### config.mk
export PLATFORM = sky130hd
export DESIGN_NAME = bmrm_ctrl
export DESIGN_NICKNAME = d
export VERILOG_FILES = /design/src/hdl/bmrm_pkg.sv /design/src/hdl/bmrm_ctrl.sv
export SDC_FILE = /design/constraint.sdc
export NUM_CORES = 1
export LEC_CHECK = 0
export BUFFER_PORTS_ARGS = -buffer_cell sky130_fd_sc_hd__buf_4
export CAP_MARGIN = 10
export CORE_AREA = 3 3 40 42
export CTS_BUF_LIST = sky130_fd_sc_hd__clkbuf_16
export CTS_CLUSTER_DIAMETER = 120
export DETAILED_ROUTE_END_ITERATION = 12
export DIE_AREA = 0 0 43 45
export GPL_TIMING_DRIVEN = 0
export PLACE_DENSITY_LB_ADDON = 0.1
export SYNTH_ARGS = -nofsm -noshare
export SYNTH_HDL_FRONTEND = slang
export SYNTH_SLANG_ARGS = --single-unit
### constraint.sdc
create_clock -name i_clk -period 1.34 [get_ports i_clk]
set_clock_uncertainty 0.1 [all_clocks]
set_input_delay 0.134 -clock i_clk [delete_from_list [all_inputs] [get_ports i_clk]]
set_output_delay 0.134 -clock i_clk [all_outputs]
set_load 0.01 [all_outputs]
### src/hdl/bmrm_pkg.sv
`timescale 1ns / 1ps

package bmrm_pkg;

    // request codes
    localparam logic [1:0] REQ_SET  = 2'd0;
    localparam logic [1:0] REQ_CLR  = 2'd1;
    localparam logic [1:0] REQ_READ = 2'd2;

    // field widths
    localparam int START_W = 12;
    localparam int END_W   = 13;
    localparam int IX_W    = 9;   // byte index reachable from a 12-bit bit number

    // input transaction
    typedef struct packed {
        logic [1:0]         req_type;
        logic [START_W-1:0] start_bit;
        logic [END_W-1:0]   end_bit;
    } t_req;

    // output transaction
    typedef struct packed {
        logic [7:0] read_byte;
        logic       range_error;
    } t_rsp;

    // controller to datapath
    typedef struct packed {
        logic load_req;   // latch the incoming request
        logic clr_wr;     // write zero at the sweep address
        logic rd_en;      // read the bitmap byte at the walk index
        logic mem_wr;     // write back the modified byte
        logic next_ix;    // step to the next byte
        logic cap_rd;     // keep the read data as the result byte
        logic load_out;   // move the result into the output register
    } t_ctl_cmd;

    // datapath to controller
    typedef struct packed {
        logic clr_last;
        logic req_err;
        logic req_is_mark;
        logic req_is_read;
        logic req_empty;
        logic ix_last;
        logic out_free;
    } t_dp_status;

endpackage

### src/hdl/bmrm_ctrl.sv
`timescale 1ns / 1ps

module bmrm_ctrl (
    input  logic                 i_clk,
    input  logic                 i_rst_n,
    input  logic                 i_in_valid,
    output logic                 o_in_stall,
    input  bmrm_pkg::t_dp_status i_status,
    output bmrm_pkg::t_ctl_cmd   o_cmd
);

    localparam logic [2:0] S_CLEAR   = 3'd0;
    localparam logic [2:0] S_IDLE    = 3'd1;
    localparam logic [2:0] S_DECODE  = 3'd2;
    localparam logic [2:0] S_READ    = 3'd3;
    localparam logic [2:0] S_WRITE   = 3'd4;
    localparam logic [2:0] S_CAPTURE = 3'd5;
    localparam logic [2:0] S_DONE    = 3'd6;

    logic [2:0] r_state;
    logic [2:0] n_state;

    always_ff @(posedge i_clk) begin
        if (!i_rst_n) begin
            r_state <= S_CLEAR;
        end else begin
            r_state <= n_state;
        end
    end

    assign o_in_stall = (r_state != S_IDLE);

    // next state and datapath commands
    always_comb begin
        n_state = r_state;
        o_cmd   = '0;
        case (r_state)
            S_CLEAR: begin
                o_cmd.clr_wr = 1'b1;
                if (i_status.clr_last) begin
                    n_state = S_IDLE;
                end
            end
            S_IDLE: begin
                if (i_in_valid) begin
                    o_cmd.load_req = 1'b1;
                    n_state        = S_DECODE;
                end
            end
            S_DECODE: begin
                if (i_status.req_err) begin
                    n_state = S_DONE;
                end else if (i_status.req_is_mark && !i_status.req_empty) begin
                    o_cmd.rd_en = 1'b1;
                    n_state     = S_WRITE;
                end else if (i_status.req_is_read) begin
                    o_cmd.rd_en = 1'b1;
                    n_state     = S_CAPTURE;
                end else begin
                    n_state = S_DONE;
                end
            end
            S_READ: begin
                o_cmd.rd_en = 1'b1;
                n_state     = S_WRITE;
            end
            S_WRITE: begin
                o_cmd.mem_wr = 1'b1;
                if (i_status.ix_last) begin
                    n_state = S_DONE;
                end else begin
                    o_cmd.next_ix = 1'b1;
                    n_state       = S_READ;
                end
            end
            S_CAPTURE: begin
                o_cmd.cap_rd = 1'b1;
                n_state      = S_DONE;
            end
            S_DONE: begin
                if (i_status.out_free) begin
                    o_cmd.load_out = 1'b1;
                    n_state        = S_IDLE;
                end
            end
            default: begin
                n_state = S_IDLE;
            end
        endcase
    end

endmodule

# == Yosys cells after proc, flatten, opt, wreduce, memory -nomap -nowiden ==
# Cells that the tools add are included.
# op_classes
eq_ne,10
order_cmp,0
n_bitwise,0
n_mux,20
div_mod_pow,0
reduce_logical,4
n_addsub,0
n_shift,0
n_mul,0
# ops
cell,count
$pmux 3 s7,1
$mux 3,6
$mux 1,10
$eq 3x3->1 const B,3
$eq 3x2->1 const B,2
$ne 2x2->1 const B,3
$mux 2,2
$eq 3x1->1 const B,1
$logic_not 3->1,1
$ne 3x1->1 const B,1
$reduce_and 3->1,1
$pmux 1 s2,1
$logic_and 1x1->1,1
$logic_not 1->1,1
# totals
n_memories,0
output_inout_bits,8
word_cells,35
latch_bits,0
inputBits,10
mem_bits_ro,0
register_bits,3
ram_bits,0

# == Longest topological paths before layout ==
# depth
word_depth,5
ltp_mapped,5

# == Worst setup path after synthesis ==
# Ideal clock, no wire load.
# synth_path
path_type,flip-flop to flip-flop
from,reg r_state[1]
to,reg r_state[1]
stages_incl_launch_ff,5
t_arrival_ps,1191
setup_slack_ps,-73
t_required_ps,1118
path_buffers,0
period_less_slack_ps,1413
path_cell_list,dfxtp_1 -> inv_1 -> ha_1 -> o21ai_1 -> o311a_1
# synth_via
elab_chain_len,3
elab_cells_between_ends,12
classes_between,eq/ne: 9; mux: 1; reduce/logical: 2
# synth_lines
element,line_no,source
"start, declared",bmrm_ctrl.sv:20,logic [2:0] r_state;
"start signal, assigned",bmrm_ctrl.sv:27,r_state <= n_state;
"$eq 3x3->1, or another cell as far along",bmrm_ctrl.sv:37,case (r_state)
$ne 2x2->1 (no line),--,
$reduce_and 3->1 (no line),--,
# Parallel ways exist; a longest one is shown, timed or not.
# A chain may end at the register's enable or synchronous reset.

==> results.toml <==
[placed_design]
dp_hpwl_um = 706
portBuffers = 17
place_inst = 78
gp_congestion = 0.785
post-place-ws_ns = -0.0925
placed_area_um2 = 477

[finish]
seqCellArea_um2 = 65.1
multi_input_area_um2 = 307
reg_top3 = "r_state x3"
stdcell_count = 91
post-route-cell-area_um2 = 758
drive_above_1_share_pct = 65.8
diodes = 0
nets = 89
largest_reg_flops = 3
fillerInstances = 110
area_growth_pct = 130
top_register = "r_state"

[worst_setup_path]
path_cells = "buf_6 > buf_12 > nand2b_4 > nor3_4 > buf_6"
cp_num_cells = 5
cp-start-kind = "flip-flop"
cp_max_fo = 5
r2r-start = "r_state[2]"
ff2ff_path_depth = 6
cp.required_ns = 1.11
critPathSlowestCell = "dfxtp_2"
crit_top_cell = "buf_6"
crit_buf_inv = 3
crit_family = "buffers and inverters"
end_kind = "output pin"
critPathArrivalTime_ns = 1.20
critical-path-max-stage-delay_ns = 0.32
regToRegEndpoint = "r_state[2]"
reg2reg_slack_ns = -0.04
critical_path_class = "flip-flop to output pin"

[clock_tree]
clkTransAtPathRegs_ns = 0.03
htree_levels = 1
insertion_delay_ns = 0.23
root_buffer = "clkbuf_16"
cts_buffer_depth = 2
cts_buffers = 3
cts_hold_buf = 0
clock-sinks = 3
cts_tree = "done"

[yosys]
async_reset_ff_share_pct = 0
synth_edf_count = 0
syn-instance-count = 46
syn_area_um2 = 329
ys.flop_type = "dfxtp_1"
yosysWarnings = 0
syn-num-nets = 58
synth.avg_cell_area_um2 = 7.15
synthDistinctLibCells = 26
seq_area_frac_synth_pct = 18.3
ys_ff_latch = 3

[detailed_routing]
drc = 0
post_drt_wl_per_cell_um = 13.2
first_pass_iters = 4
vias = 445
vias_per_cell = 4.89
drtIter0Drc = 6
drtAntennaViolNets = 0
postRouteWirelength_um = 1200

[timing]
finalWorstSetupSlack_ns = -0.0908
whs_ns = 0.0726
max_freq_mhz = 699
post-route-period-util_pct = 107
grt_setup_unrepaired = "yes"
tightestPinTransition_ns = 0.261
slew-limit-headroom_pct = 82.5
period_needed_ns = 1.43
drv_slew = 0
finalHoldViolCount = 0
setup_viol = 8

[die]
core_region_area_mm2 = 0.00128
dieArea_mm2 = 0.00194
ioPinCount = 18
die_h_um = 45
initial_utilization_pct = 25.6
rows = 13
die_w_um = 43

[power_and_ir_drop]
finalPower_uw = 748
peakVddDrop_v = 0.000499
p_leak_nw = 0.352
power_per_cell_area_mw_per_mm2 = 986

[grt]
grt_max_degree = 11
grt-ovfl-total = 0
antenna_found_initial = 0
grtUsageTotal_pct = 12.5
grt_pass1_vias = 401
grt_pass1_wl_um = 1750

[run]
max_cap_violations = 0

[worst_hold_path]
hold_class = "primary input to flip-flop"
hold_path.startpoint = "i_rst_n"
hold_path_depth = 2
min_to = "r_state[2]"

[outcome]
violations = "setup timing"
outcome = "finished, violations left"
final cells by class:
class                   count  area share [%]
clock inverters             1           0.495
repair buffers             26            31.5
inverters                   7            4.13
clock buffers               3            9.90
well taps                  15            2.48
multi-input cells          34            40.4
plain buffers               2            2.48
flip-flops and latches      3            8.58
cells in the mapped netlist, types with 2 or more instances:
master / number / area share (%)
inv_1: 6 / 6.8
nor2_1: 6 / 6.8
dfxtp_1: 3 / 18
nand2_1: 3 / 3.4
nor3_1: 3 / 4.6
a31oi_1: 2 / 3.8
ha_1: 2 / 7.6
nor3_2: 2 / 6.1
o21ai_1: 2 / 3.0
cells in the final DEF, fill, tap and decap left out, types with 2 or more instances in the layout:
| cell type | Yosys | layout |
|---|---|---|
| buf_4 | 0 | 19 |
| inv_1 | 6 | 6 |
| buf_6 | 1 | 6 |
| nor2_1 | 6 | 5 |
| clkbuf_16 | 0 | 3 |
| nand2b_4 | 1 | 2 |
| nor3_4 | 0 | 2 |
| nor3_1 | 3 | 2 |
| o21ai_2 | 0 | 2 |
| a31oi_1 | 2 | 2 |
| nand2_1 | 3 | 2 |
| ha_4 | 0 | 2 |
| buf_12 | 0 | 2 |
power breakdown:
part | total, mW | internal (mW) | switching (mW)
clock | 0.478 | 0.386 | 0.0921
combinational | 0.169 | 0.0880 | 0.0808
sequential | 0.101 | 0.0951 | 0.00570
worst max path at each step:
stage / from / to / slack [ns]
6_report: r_state[2] / o_cmd[2] / -0.09
2_1_floorplan: r_state[1] / r_state[1] / 0.01
3_5_place_dp: r_state[1] / r_state[1] / -0.09
5_1_grt: r_state[2] / o_cmd[2] / -0.11
3_3_place_gp: r_state[1] / r_state[1] / -0.10
4_1_cts: r_state[1] / r_state[1] / -0.05
repair_timing:
item / 4_1_cts / 5_1_grt
setup endpoints to repair: 5 / 11
buffers inserted: 5 / 4
gates resized for setup: 11 / 16
pin swaps: 3 / 5
gates cloned: 0 / 0
stage by stage:
| stage | setup TNS, ns | utilization [%] |
|---|---|---|
| 6_report | -0.320 | 59.0 |
| 5_1_grt | -0.700 | 59.0 |
| 4_1_cts | -0.246 | 51.7 |
| 3_5_place_dp | -0.0993 | 37.1 |
| 3_3_place_gp | -0.130 | 37.1 |
| 2_1_floorplan | 0 | - |
metal layers:
metal / track usage (%) / share of wire (%) / vias up
met5: 0 / 0 / -
met4: 7.83 / 3.9 / 0
met3: 1.59 / 7.1 / 5
met2: 23.4 / 53 / 19
met1: 13.2 / 36 / 199
li1: - / - / 222
cells by family after synthesis:
kind of cell / Yosys count / share of synthesized area [%]
adders and majority gates: 2 / 7.60
and+or+nand+nor: 21 / 37.6
AOI/OAI and AO/OA: 11 / 23.6
buffers and inverters: 9 / 12.9
DFF: 3 / 18.3
Note: power is estimated with default switching activity, not from simulation.
